### src/hdl/sifb_pkg.sv
// shared constants and types for the interframe blend core
// no dependencies; used by the interfaces, the sequencer and the top level
package sifb_pkg;

  localparam int unsigned MAX_FRAME_PIXELS = 131072;
  localparam int unsigned PIXEL_W          = 32;
  localparam int unsigned DIM_W            = 9;
  localparam int unsigned PROD_W           = 19;

  localparam logic [PIXEL_W-1:0] BLEND_MASK = 32'h00fe_fefe;

  localparam logic [DIM_W-1:0] WIDTH_RESET  = 9'd240;
  localparam logic [DIM_W-1:0] HEIGHT_RESET = 9'd160;

  localparam logic REG_FRAME_WIDTH  = 1'b0;
  localparam logic REG_FRAME_HEIGHT = 1'b1;

  localparam logic [1:0] STORE_A = 2'd0;
  localparam logic [1:0] STORE_B = 2'd1;
  localparam logic [1:0] STORE_C = 2'd2;

  typedef logic [1:0] store_sel_t;

  typedef struct packed {
    store_sel_t one_back;
    store_sel_t two_back;
    store_sel_t three_back;
  } roles_t;

endpackage

### src/hdl/sifb_seq.sv
// raster position, store role rotation and frame size registers
// depends on sifb_pkg
module sifb_seq #(
  parameter int unsigned MAX_FRAME_PIXELS = sifb_pkg::MAX_FRAME_PIXELS,
  parameter int unsigned AW               = $clog2(MAX_FRAME_PIXELS)
) (
  input  logic                          clk,
  input  logic                          rst,
  input  logic                          cfg_we,
  input  logic                          cfg_index,
  input  logic [sifb_pkg::DIM_W-1:0]    cfg_data,
  input  logic                          step,
  output logic [AW-1:0]                 pos,
  output sifb_pkg::roles_t              roles
);

  localparam int unsigned CW = (AW + 1 > sifb_pkg::PROD_W) ? AW + 1 : sifb_pkg::PROD_W;

  logic [sifb_pkg::DIM_W-1:0]  frame_width;
  logic [sifb_pkg::DIM_W-1:0]  frame_height;
  logic [1:0]                  rotation;
  logic [1:0]                  rotation_next;
  logic [sifb_pkg::PROD_W-1:0] prod;
  logic [CW-1:0]               frame_len;
  logic [CW-1:0]               pos_inc;
  logic                        last;

  always_ff @(posedge clk) begin
    if (rst) begin
      frame_width  <= sifb_pkg::WIDTH_RESET;
      frame_height <= sifb_pkg::HEIGHT_RESET;
    end else if (cfg_we) begin
      case (cfg_index)
        sifb_pkg::REG_FRAME_WIDTH:  frame_width  <= cfg_data;
        sifb_pkg::REG_FRAME_HEIGHT: frame_height <= cfg_data;
        default: ;
      endcase
    end
  end

  always_comb begin
    prod = (sifb_pkg::PROD_W'(frame_width) + sifb_pkg::PROD_W'(1))
           * sifb_pkg::PROD_W'(frame_height);
    frame_len = CW'(prod);
    if (frame_len == '0) begin
      frame_len = CW'(1);
    end else if (frame_len > CW'(MAX_FRAME_PIXELS)) begin
      frame_len = CW'(MAX_FRAME_PIXELS);
    end
    pos_inc = CW'(pos) + CW'(1);
    last    = (pos_inc >= frame_len);
  end

  always_comb begin
    case (rotation)
      2'd0:    rotation_next = 2'd1;
      2'd1:    rotation_next = 2'd2;
      default: rotation_next = 2'd0;
    endcase
  end

  always_ff @(posedge clk) begin
    if (rst) begin
      pos      <= '0;
      rotation <= 2'd0;
    end else if (step) begin
      if (last) begin
        pos      <= '0;
        rotation <= rotation_next;
      end else begin
        pos <= pos_inc[AW-1:0];
      end
    end
  end

  always_comb begin
    case (rotation)
      2'd1: begin
        roles.one_back   = sifb_pkg::STORE_C;
        roles.two_back   = sifb_pkg::STORE_A;
        roles.three_back = sifb_pkg::STORE_B;
      end
      2'd2: begin
        roles.one_back   = sifb_pkg::STORE_B;
        roles.two_back   = sifb_pkg::STORE_C;
        roles.three_back = sifb_pkg::STORE_A;
      end
      default: begin
        roles.one_back   = sifb_pkg::STORE_A;
        roles.two_back   = sifb_pkg::STORE_B;
        roles.three_back = sifb_pkg::STORE_C;
      end
    endcase
  end

endmodule

### config.mk
export PLATFORM = sky130hd
export DESIGN_NAME = sifb_seq
export DESIGN_NICKNAME = d
export VERILOG_FILES = /design/src/hdl/sifb_pkg.sv /design/src/hdl/sifb_seq.sv
export SDC_FILE = /design/constraint.sdc
export NUM_CORES = 1
export LEC_CHECK = 0
export BUFFER_PORTS_ARGS = -buffer_cell sky130_fd_sc_hd__buf_2
export CORE_ASPECT_RATIO = 1.5
export CORE_MARGIN = 8
export CORE_UTILIZATION = 35
export CTS_BUF_LIST = sky130_fd_sc_hd__clkbuf_2 sky130_fd_sc_hd__clkbuf_4 sky130_fd_sc_hd__clkbuf_8
export DETAILED_ROUTE_END_ITERATION = 10
export SLEW_MARGIN = 20
export SYNTH_ARGS = -nofsm -noshare
export SYNTH_HDL_FRONTEND = slang
export SYNTH_SLANG_ARGS = --single-unit
### constraint.sdc
create_clock -name clk -period 14 [get_ports clk]
set_input_delay 0.7 -clock clk [delete_from_list [all_inputs] [get_ports clk]]
set_output_delay 0.7 -clock clk [all_outputs]
set_load 0.02 [all_outputs]
* Word-level counts from Yosys, hierarchy flattened
Index checks and enable logic that the tools add are counted.
Operators by class: $add $sub $neg 2, $mul 1, div/mod/pow operators 0, magnitude comparators 2, eq/ne operators 2, shifts and indexed selects 0, mux-type cells 5, bitwise operators 1, reductions and logical operators 5
Operators by type and width (number):
- 19-bit two-way mux | 2
- 18-bit by 19-bit >= comparator with 1-bit output | 1
- 19-bit by 18-bit > comparator with 1-bit output (second input constant) | 1
- 19-bit logical NOT | 1
- 10-bit by 9-bit multiplier with 19-bit output | 1
- 17-bit by 1-bit adder with 18-bit output (second input constant) | 1
- 17-bit two-way mux | 1
- 6-bit case mux with 2 select lines | 1
- 9-bit by 1-bit adder with 10-bit output (second input constant) | 1
- 2-bit AND reduction | 3
- 2-bit case mux with 2 select lines | 1
- 2-bit by 1-bit == test with 1-bit output (second input constant) | 1
- 2-bit == test (second input constant) | 1
- 2-bit logical NOT | 1
- 1-bit NOT | 1
Word-level totals: bits in registers 37, latch bits 0, memory bits (writable) 0, ROM bits 0, output and inout bits 23, logic and storage cells 22, memories kept 0

* Depth between registers and ports, before layout
Gate-level depths: netlist of run 1.
depth after elaboration 7, depth in mapped cells 32, mapped depth without buffers 30

* Worst setup path before layout of run 1
OpenSTA, ideal clock, no wires.
kind flip-flop to flip-flop, start register frame_width[0] (netlist bit), end register pos[5], arrival time 7603 ps, data required time 13930 ps, path slack 6327 ps, stages on the path, launching flop included 29, buffers on the path 3, clock period less this slack 7673 ps, cells stage by stage dfxtp_1 > clkbuf_1 > nand3_1 > xor2_1 > nor2b_1 > fa_1 > fa_1 > ha_1 > fa_1 > inv_1 > fa_1 > or4b_1 > or4_1 > or3_1 > or3_1 > or4_1 > nor3b_2 > buf_6 > nand2_1 > ha_1 > a21o_1 > a21o_1 > a21oi_1 > or2_2 > a31oi_1 > a21oi_1 > clkbuf_1 > a21bo_2 > a21oi_1
Between the ends: cells in the longest elaborated chain, start to end 7, elaborated cells between the ends (all ways) 8
Ends and longest elaborated chain:
- from (decl) | RTL line sifb_seq.sv:19 | logic [sifb_pkg::DIM_W-1:0] frame_width;
- from (signal assigned) | RTL line sifb_seq.sv:30 | frame_width <= sifb_pkg::WIDTH_RESET;
- from (signal assigned) | RTL line sifb_seq.sv:34 | sifb_pkg::REG_FRAME_WIDTH: frame_width <= cfg_data;
- 9-bit by 1-bit adder with 10-bit output (*) | RTL line sifb_seq.sv:42 | prod = (sifb_pkg::PROD_W'(frame_width) + sifb_pkg::PROD_W'(1))
- 10-bit by 9-bit multiplier with 19-bit output (*) | RTL line sifb_seq.sv:43 | * sifb_pkg::PROD_W'(frame_height);
- 19-bit by 18-bit > comparator with 1-bit output | RTL line sifb_seq.sv:47 | end else if (frame_len > CW'(MAX_FRAME_PIXELS)) begin
- 19-bit two-way mux | RTL line sifb_seq.sv:47
- 19-bit two-way mux (*) | RTL line sifb_seq.sv:45 | if (frame_len == '0) begin
- 18-bit by 19-bit >= comparator with 1-bit output (*) | RTL line sifb_seq.sv:51 | last = (pos_inc >= frame_len);
- 17-bit two-way mux (*) | RTL line sifb_seq.sv:67 | if (last) begin
- to (signal assigned) | RTL line sifb_seq.sv:71 | pos <= pos_inc[AW-1:0];
- to (decl) | RTL line sifb_seq.sv:13 | output logic [AW-1:0] pos,
Every way passes the cells marked *; elsewhere a longest branch is shown, timed or not. A chain may end at the register's enable or synchronous reset.

* Worst setup path after layout of run 1
start register frame_width[0] (netlist bit), end register rotation[1]
Between the ends: cells in the longest elaborated chain, start to end 7, elaborated cells between the ends (all ways) 8
Ends and longest elaborated chain:
- 9-bit by 1-bit adder with 10-bit output (*) | RTL line sifb_seq.sv:42
- 10-bit by 9-bit multiplier with 19-bit output (*) | RTL line sifb_seq.sv:43
- 19-bit by 18-bit > comparator with 1-bit output | RTL line sifb_seq.sv:47
- 19-bit two-way mux | RTL line sifb_seq.sv:47
- 19-bit two-way mux (*) | RTL line sifb_seq.sv:45
- 18-bit by 19-bit >= comparator with 1-bit output (*) | RTL line sifb_seq.sv:51
- 2-bit AND reduction (no line) (*)
- to (signal assigned) | RTL line sifb_seq.sv:69 | rotation <= rotation_next;
- to (decl) | RTL line sifb_seq.sv:21 | logic [1:0] rotation;
Marked as above.

==> impl_metrics.tcl, run 1 <==
set metrics [dict create \
    outcome "finished clean" \
    min_path_type "flop to flop" \
    synth_warnings 0 \
    clk_pin_slew_ns 0.08 \
    synth_top_area_share_pct 21.70 \
    io_pins 37 \
    power.switching_mw 0.2167 \
    die_w_microns 116.1 \
    clock-sinks 37 \
    r2r-start "frame_width[0]" \
    startpoint_type "flop" \
    dpl.hpwl_microns 10440 \
    switching_share_pct 42.74 \
    required_ns 14.23 \
    seqPwrFrac_pct 22.7 \
    combPwrFrac_pct 57.6 \
    min_period_over_period_pct 62.24 \
    post-cts-setup-buffers 0 \
    synth_top_family_by_area "adder cells" \
    drt-initial-drc-count 177 \
    drv_slew 0 \
    final_cell_area_sq_um 5680 \
    rows 55 \
    wl_per_cell_microns 15.35 \
    synthDistinctLibCells 50 \
    critPathKind "flop to flop" \
    drive_gt1_share_pct 8.176 \
    cts-root-buf "clkbuf_8" \
    synth_seq_cells 37 \
    synth_edf_count 0 \
    grt.total_usage_pct 13.99 \
    cts_resized 0 \
    grt_pass1_vias 4634 \
    yosys.area.top_type "fa_1" \
    gp_congestion 0.8986 \
    die_y_microns 166.1 \
    h-tree-depth 2 \
    synth_common_cells "nand2_1 (92), ha_1 (62), nor2b_1 (61)" \
    grt_max_degree 40 \
    grt.overflow.total 0 \
    die_area_sq_um 19280 \
    critPathMaxFanout 21 \
    core_area_sq_um 14860 \
    max_freq_mhz 114.8 \
    synth_nets 754 \
    cp.arrival_ns 8.94 \
    via_per_inst 5.213 \
    reg2reg_depth 27 \
    whs_path_depth 2 \
    syn_area_sq_um 5259 \
    firstDrtPassIters 4 \
    synth_compound_area_share_pct 9.850 \
    cp_common_cell "fa_1" \
    start_util_pct 35.38 \
    nNetsFinal 768 \
    synth_ff_type "dfxtp_1" \
    drcViolationCount 0 \
    nFillCells 1569 \
    wl_microns 12820 \
    drv_cap 0 \
    slowest_delay_ns 0.74 \
    antenna_left 0 \
    rr_endpoint "rotation[1]" \
    synthArstFlopShare_pct 0 \
    placed_area_sq_um 5560 \
    numCtsBuffers 5 \
    area.growth.synth_to_final_pct 8.018 \
    r2r_setup_slack_ns 5.29 \
    finalHoldViolations 0 \
    min_to "rotation[0]" \
    grt_antenna_before_repair 0 \
    finalClockSkew_ns 0.006187 \
    intPower_mw 0.2904 \
    synth_most_common_cell "nand2_1" \
    grt_setup_unrepaired "false" \
    cp_top_family "adder cells" \
    vias 4353 \
    synthCells 621 \
    io_buffers 36 \
    max_slew_margin_pct 33.52 \
    synth_seq_area_share_pct 14.09 \
    setup_violations 0 \
    synth_xor_area_share_pct 5.496 \
    diodes 0 \
    crit_start "frame_width[0]" \
    crit_slowest_cell "xor2_1" \
    avgSynthCellArea_sq_um 8.468 \
    cts_buffer_depth 2 \
    cts_hold_buf 0 \
    p_clk_share_pct 19.7 \
    tightest_slew_ns 0.9901 \
    p_per_area_nw_per_um2 89.28 \
    grt_pass1_wl_microns 22030 \
    period_minus_slack_ns 8.713 \
    p_leak_nw 2.697 \
    cts_tree "yes" \
    synthAdderAreaFrac_pct 36.45 \
    worst-path-buf-inv 2 \
    synth_simple_gate_area_share_pct 29.24 \
    muxShareOfSynthArea_pct 0.3807 \
    min_from "rotation[0]" \
    endpoint_kind "flop" \
    peakVddDrop_uv 87.66 \
    insertion_delay_ns 0.29 \
    timing.setup.tns_ns 0 \
    synth_area_leaders "fa_1 (22%), ha_1 (15%), dfxtp_1 (14%), nor2b_1 (7.3%), nand2_1 (6.6%)" \
]
[power groups by stage]
stage / sequential (mW) / clock [mW] / combinational, mW
floorplan: 0.114 / 0 / 0.221
global placement: 0.117 / 0 / 0.282
detailed placement: 0.117 / 0 / 0.292
CTS: 0.115 / 0.103 / 0.295
global route: 0.116 / 0.108 / 0.332
finish: 0.115 / 0.0998 / 0.292
[state kept, by name, indices dropped and copies added, names as in the netlist]
| register | count |
|---|---|
| rotation | 2 |
| frame_height | 9 |
| pos | 17 |
| frame_width | 9 |
[layout make-up]
cell class / count / area, sq um / share of cell area (%)
clock inverters: 1 / 30.03 / 0.5286
inverters: 27 / 101.3 / 1.784
multi-input cells: 527 / 4282 / 75.37
well taps: 199 / 249.0 / 4.383
clock buffers: 7 / 90.09 / 1.586
flip-flops and latches: 37 / 740.7 / 13.04
repair buffers: 37 / 187.7 / 3.304
[cells by family after synthesis]
kind of cell	count (synthesis)
buffers and inverters	57
xor gates and xnor gates	33
muxes	2
DFF	37
adders and majority gates	119
AOI/OAI and AO/OA	83
and+or+nand+nor	290
[per-layer routing]
metal  global-route usage [%]  up-vias  share of wire (%)
met1                    15.84     2123                 39
met5                        0        -                  0
met3                    1.165       23                3.0
li1                         -     2114                  -
met4                    5.552        0                2.8
met2                    25.79       93                 55
[worst max path at each step]
stage / end / slack, ns / cells after the start
after floorplan: pos[5] / 6.33 / 28
after global placement: rotation[1] / 5.46 / 26
after detailed placement: rotation[1] / 5.29 / 27
after CTS: rotation[0] / 5.26 / 27
after global routing: rotation[0] / 4.71 / 27
final: rotation[1] / 5.29 / 27
[cells in the final DEF (no fill, tap or decap), types with 2 or more instances in the layout]
cell / Yosys / routed
mux2i_1: 2 / 2
a21oi_1: 34 / 34
o21a_1: 5 / 5
fa_1: 57 / 57
or2_2: 2 / 2
xor2_1: 19 / 19
nor2_1: 17 / 17
and2_1: 25 / 25
nand3b_1: 9 / 9
or3_1: 2 / 2
a211oi_1: 4 / 4
nand2b_1: 15 / 15
nand4b_1: 3 / 3
nor2b_1: 61 / 61
clkbuf_8: 0 / 6
inv_1: 27 / 27
o21ai_0: 10 / 10
xnor2_1: 14 / 14
and3_1: 10 / 10
a31oi_1: 8 / 8
or4_1: 5 / 5
nor4_1: 2 / 2
buf_2: 0 / 36
ha_1: 62 / 62
nor3_1: 12 / 12
dfxtp_1: 37 / 37
o21bai_1: 2 / 2
nand3_1: 26 / 26
a2111oi_0: 2 / 2
a21o_1: 7 / 7
nand4_1: 4 / 4
nand2_1: 92 / 92
[worst register-to-register path: stages (launching register included)]
cell	delay (ns)
dfxtp_1	0.59
ha_1	0.32
nand3_1	0.11
xor2_1	0.74
nor2b_1	0.14
fa_1	0.55
fa_1	0.42
ha_1	0.32
fa_1	0.55
inv_1	0.07
fa_1	0.55
or4b_1	0.42
or4_1	0.40
or3_1	0.37
or3_1	0.32
o31a_2	0.36
nor3b_2	0.50
nand2_1	0.12
ha_1	0.32
a21o_1	0.11
a21o_1	0.11
a21oi_1	0.05
or2_2	0.27
a31oi_1	0.18
a21oi_1	0.06
buf_4	0.20
nor2_1	0.29
mux2i_1	0.22
[per-stage QoR]
| step | setup WS [ns] | hold WS (ns) | instances | power (mW) | util, % |
|---|---|---|---|---|---|
| 3_3_place_gp | 5.457 | 0.4844 | 827 | 0.3991 | 37.41 |
| 2_1_floorplan | 6.327 | 0.4351 | 621 | 0.3343 | - |
| 5_1_grt | 4.707 | 0.5225 | 835 | 0.5555 | 38.22 |
| 4_1_cts | 5.255 | 0.5102 | 835 | 0.5132 | 38.22 |
| 6_report | 5.287 | 0.5010 | 835 | 0.5071 | 38.22 |
| 3_5_place_dp | 5.286 | 0.4960 | 827 | 0.4093 | 37.41 |
Power figures use the tool's default switching activity.
==> inputs of run 2 (changes only) <==
==> constraint.sdc (replaced) <==
create_clock -name clk -period 7 [get_ports clk]
set_input_delay 0.35 -clock clk [delete_from_list [all_inputs] [get_ports clk]]
set_output_delay 0.35 -clock clk [all_outputs]
set_load 0.02 [all_outputs]
==> run 2 against run 1 <==
- the run now ends with negative setup slack left
- cell count increased by 10%
- worst setup slack lost 5.6 ns
- clock skew is 0.00058 ns higher
- sequential share of layout area decreased by 1.9 points
- worst hold slack got worse by 0.22 ns
- largest power group unchanged
- via count grew 7.3%
- register-to-register slack got worse by 5.6 ns
- largest cell class unchanged
- maximum frequency rose by 20%
==> impl_metrics.tcl, run 2 (same netlist as run 1, synthesis figures left out) <==
set metrics [dict create \
    p_leak_nw 3.170 \
    max_slew_margin_pct 52.30 \
    clk_pin_slew_ns 0.08 \
    max_freq_mhz 137.2 \
    setup_slack_ns -0.2884 \
    slowest_delay_ns 0.55 \
    final_common_cell "nand2_1" \
    hold-worst-slack_ns 0.2802 \
    outcome "finished, violations left" \
    place_inst 896 \
    cts_tree "yes" \
    placed_area_sq_um 6340 \
    h-tree-depth 2 \
    layout_common_cells "nand2_1 (89), buf_4 (79), nor2b_1 (58), fa_1 (57), ha_1 (52)" \
    layout.cells.non_filler 920 \
    grt.total_usage_pct 15.37 \
    cp_common_cell "fa_1" \
    insertion_delay_ns 0.30 \
    tightest_slew_ns 0.7147 \
    dpl.hpwl_microns 11430 \
    die_w_microns 116.1 \
    peakVddDrop_uv 120.6 \
    largestRegisters "pos: 17 flops, frame_height: 9 flops, frame_width: 9 flops" \
    r2r_setup_slack_ns -0.29 \
    grt_max_degree 40 \
    grt_antenna_before_repair 0 \
    total_power_mw 1.320 \
    setup_violations 19 \
    required_ns 7.22 \
    min_path_type "input pin to flop" \
    vias 4669 \
    clock-sinks 37 \
    drive_gt1_share_pct 26.91 \
    drv_slew 0 \
    wl_microns 14070 \
    gp_congestion 0.8545 \
    antenna_left 0 \
    io_pins 37 \
    crit_slowest_cell "fa_1" \
    startpoint_type "flop" \
    min_period_over_period_pct 104.1 \
    via_per_inst 5.075 \
    wl_per_cell_microns 15.29 \
    die_area_sq_um 19280 \
    critPathKind "flop to flop" \
    grt_pass1_vias 5182 \
    cp.arrival_ns 7.51 \
    top_register "pos" \
    core_area_sq_um 14860 \
    die_y_microns 166.1 \
    finalHoldViolations 0 \
    rows 55 \
    p_per_area_nw_per_um2 194.2 \
    drv_cap 0 \
    grt.overflow.total 0 \
    dpl_worst_slack_ns -0.6430 \
    largest_reg_flops 17 \
    drcViolationCount 0 \
    cts-root-buf "clkbuf_8" \
    cp_top_family "simple AND/OR/NAND/NOR gates" \
    drt-initial-drc-count 138 \
    final_cell_area_sq_um 6795 \
    area.growth.synth_to_final_pct 29.22 \
    endpoint_kind "flop" \
    critPathMaxFanout 7 \
    firstDrtPassIters 4 \
    worst-path-buf-inv 5 \
    numCtsBuffers 5 \
    start_util_pct 35.38 \
    grt_pass1_wl_microns 24090 \
    grt_setup_unrepaired "true" \
    finalClockSkew_ns 0.006764 \
    period_minus_slack_ns 7.288 \
    diodes 0 \
    io_buffers 36 \
    cts_hold_buf 0 \
    nNetsFinal 853 \
    violations "negative setup slack" \
    cts_buffer_depth 2 \
]
run 2: path summary, 6_finish.rpt:
path | startpoint | end | cells after the start
worst min-delay path | cfg_data[2] | frame_width[2] | 3
worst max-delay path | frame_width[0] | rotation[1] | 30
worst min register to register | rotation[0] | rotation[0] | 2
worst max register to register | frame_width[0] | rotation[1] | 30
run 2: timing repair:
| item | 4_1_cts | 5_1_grt |
|---|---|---|
| gates cloned | 1 | 0 |
| pin swaps | 35 | 18 |
| setup endpoints to repair | 19 | 19 |
| gates resized for setup | 34 | 15 |
| buffers inserted | 10 | 5 |
run 2: power by group:
group	switching (mW)	internal, mW	total, mW
Combinational	0.438	0.466	0.904
Clock	0.0834	0.105	0.188
Sequential	0.0111	0.216	0.227
Total	0.533	0.787	1.32
run 2: metrics by stage:
step / TNS (ns) / utilization [%]
6_report: -4.383 / 45.72
5_1_grt: -10.33 / 45.72
4_1_cts: -5.475 / 45.13
3_5_place_dp: -8.798 / 42.65
3_3_place_gp: -5.340 / 42.65
2_1_floorplan: 0 / -
run 2: per-layer routing:
metal / global-route usage (%) / vias up / part of all wire, %
li1: - / 2289 / -
met1: 16.59 / 2267 / 40
met2: 28.41 / 85 / 55
met3: 1.638 / 28 / 2.1
met4: 7.479 / 0 / 3.4
met5: 0 / - / 0
run 2: layout make-up:
class / instances / area [sq um]
Sequential cell: 37 / 757.0
Multi-Input combinational cell: 527 / 4726
Clock inverter: 3 / 41.29
Clock buffer: 5 / 68.82
Timing Repair Buffer: 122 / 852.1
Tap cell: 199 / 249.0
Fill cell: 1498 / 8069
Inverter: 27 / 101.3
run 2: worst register-to-register path: cells and delay by family, from the launching register on:
family,cells,cell delay (ns)
adders and majority gates,8,2.55
AOI/OAI and AO/OA,5,0.57
DFF,1,0.38
muxes,1,0.23
buffers and inverters,5,0.48
xor gates and xnor gates,1,0.21
and+or+nand+nor,10,2.82
==> inputs of run 3 (changes only) <==
--- a/config.mk
+++ b/config.mk
@@ -6,7 +6,6 @@
 export NUM_CORES = 1
 export LEC_CHECK = 0
 export BUFFER_PORTS_ARGS = -buffer_cell sky130_fd_sc_hd__buf_2
-export CORE_ASPECT_RATIO = 1.5
 export CORE_MARGIN = 8
 export CORE_UTILIZATION = 35
 export CTS_BUF_LIST = sky130_fd_sc_hd__clkbuf_2 sky130_fd_sc_hd__clkbuf_4 sky130_fd_sc_hd__clkbuf_8
==> run 3 against run 2 <==
- the flow still finishes with violations (negative setup slack)
- non-clock buffer count is 6 higher
- count of clock-buffer cells in the layout grew 1
- wire length fell by 2.5%
- worst setup slack lost 0.058 ns
- flip-flop and latch count stayed put
- maximum frequency down 0.78%
- total power is 1.3% lower
- worst hold slack improved by 0.0036 ns
- cell area up 1.3%
- combinational power decreased by 2%
- critical path type unchanged
- largest power group unchanged
==> impl_metrics.tcl, run 3 (same netlist as run 1, synthesis figures left out) <==
set metrics [dict create \
    cp_common_cell "fa_1" \
    min_period_over_period_pct 104.9 \
    violations "negative setup slack" \
    setup_slack_ns -0.3460 \
    min_from "cfg_data[5]" \
    endpoint_kind "flop" \
    max_freq_mhz 136.1 \
    die_w_microns 138.6 \
    dpl.hpwl_microns 11060 \
    grt_pass1_wl_microns 23340 \
    p_per_area_nw_per_um2 189.2 \
    period_minus_slack_ns 7.346 \
    switching_share_pct 39.89 \
    crit_slowest_cell "fa_1" \
    p_leak_nw 3.231 \
    intPower_mw 0.7827 \
    insertion_delay_ns 0.30 \
    power.switching_mw 0.5194 \
    cts-root-buf "clkbuf_8" \
    cts_buffer_depth 2 \
    wl_per_cell_microns 15.00 \
    largestRegisters "pos: 17 flops, frame_height: 9 flops, frame_width: 9 flops" \
    critPathMaxFanout 7 \
    tightest_slew_ns 0.6937 \
    grt_max_degree 40 \
    finalHoldViolations 0 \
    h-tree-depth 2 \
    antenna_left 0 \
    startpoint_type "flop" \
    numCtsBuffers 5 \
    vias 4726 \
    die_area_sq_um 19200 \
    outcome "finished, violations left" \
    wl_microns 13720 \
    firstDrtPassIters 4 \
    area.growth.synth_to_final_pct 30.86 \
    clock-sinks 37 \
    crit_start "frame_width[1]" \
    finalClockSkew_ns 0.003434 \
    seqPwrFrac_pct 17.4 \
    via_per_inst 5.165 \
    cts_hold_buf 0 \
    hold-worst-slack_ns 0.2837 \
    largest_reg_flops 17 \
    io_buffers 36 \
    r2r-start "frame_width[1]" \
    core_area_sq_um 14920 \
    gp_congestion 0.8533 \
    diodes 0 \
    dpl_worst_slack_ns -0.4988 \
    min_path_type "input pin to flop" \
    rows 45 \
    p_clk_share_pct 14.6 \
    clk_pin_slew_ns 0.08 \
    fin_util_pct 46.12 \
    drcViolationCount 0 \
    drv_cap 0 \
    grt.overflow.total 0 \
    io_pins 37 \
    setup_violations 19 \
    final_common_cell "nand2_1" \
    grt_setup_unrepaired "true" \
    required_ns 7.22 \
    nNetsFinal 859 \
    start_util_pct 35.25 \
    drv_slew 0 \
    grt.total_usage_pct 14.17 \
    drive_gt1_share_pct 29.30 \
    die_y_microns 138.6 \
    cp.arrival_ns 7.57 \
    max_slew_margin_pct 53.75 \
    layout_common_cells "nand2_1 (90), buf_4 (81), fa_1 (56), ha_1 (54), nor2b_1 (53)" \
    grt_antenna_before_repair 0 \
    grt_pass1_vias 4835 \
    slowest_delay_ns 0.57 \
    top_register "pos" \
    drt-initial-drc-count 195 \
    cts_tree "yes" \
    critPathKind "flop to flop" \
    combPwrFrac_pct 68.0 \
    peakVddDrop_uv 135.6 \
    timing.setup.tns_ns -5.871 \
]
==> run 3: critical path: cells and delay by family, from the launching register on <==
kind | cells | cell delay [ns]
xor+xnor | 2 | 0.30
compound gates | 9 | 1.64
flops | 1 | 0.39
fa+ha+maj | 7 | 2.68
simple gates | 7 | 1.66
buf+inv | 4 | 0.57
==> run 3: final cells by class <==
cell class                 count  area, sq um
timing repair buffer         128        929.6
clock inverter                 2        33.78
fill                        1409         8039
tap                          188        235.2
clock buffer                   6        76.32
sequential                    37        757.0
inverter                      27        101.3
multi-input combinational    527         4748
==> run 3: final timing paths <==
| check | end | slack (ns) | cells past startpoint |
|---|---|---|---|
| max | pos[12] | -0.35 | 29 |
| min | frame_height[5] | 0.28 | 3 |
| max reg2reg | pos[12] | -0.35 | 29 |
| min reg2reg | rotation[1] | 0.51 | 2 |
==> run 3: power groups by stage <==
stage / sequential (mW) / clock [mW] / combinational, mW
2_1_floorplan: 0.228 / 0 / 0.510
3_3_place_gp: 0.231 / 0 / 0.785
3_5_place_dp: 0.231 / 0 / 0.803
4_1_cts: 0.226 / 0.199 / 0.841
5_1_grt: 0.228 / 0.201 / 0.989
6_report: 0.227 / 0.190 / 0.886
==> run 3: layer usage <==
metal / global-route usage [%] / vias to the layer above / share of wire (%)
li1: - / 2305 / -
met1: 19.32 / 2331 / 48
met2: 23.31 / 75 / 48
met3: 1.644 / 15 / 2.9
met4: 3.318 / 0 / 1.1
met5: 0 / - / 0
==> run 3: repair_timing <==
item                       CTS  global route
setup buffers               12             6
pin swaps                   16            28
setup endpoints to repair   19            19
gates resized for setup     30            33
==> run 3: stage by stage <==
| stage | instances | area, sq um | total power, mW |
|---|---|---|---|
| floorplan | 621 | 5552 | 0.7389 |
| global placement | 889 | 6356 | 1.016 |
| detailed placement | 889 | 6356 | 1.034 |
| CTS | 909 | 6688 | 1.266 |
| global route | 915 | 6882 | 1.418 |
| finish | 915 | 6882 | 1.302 |
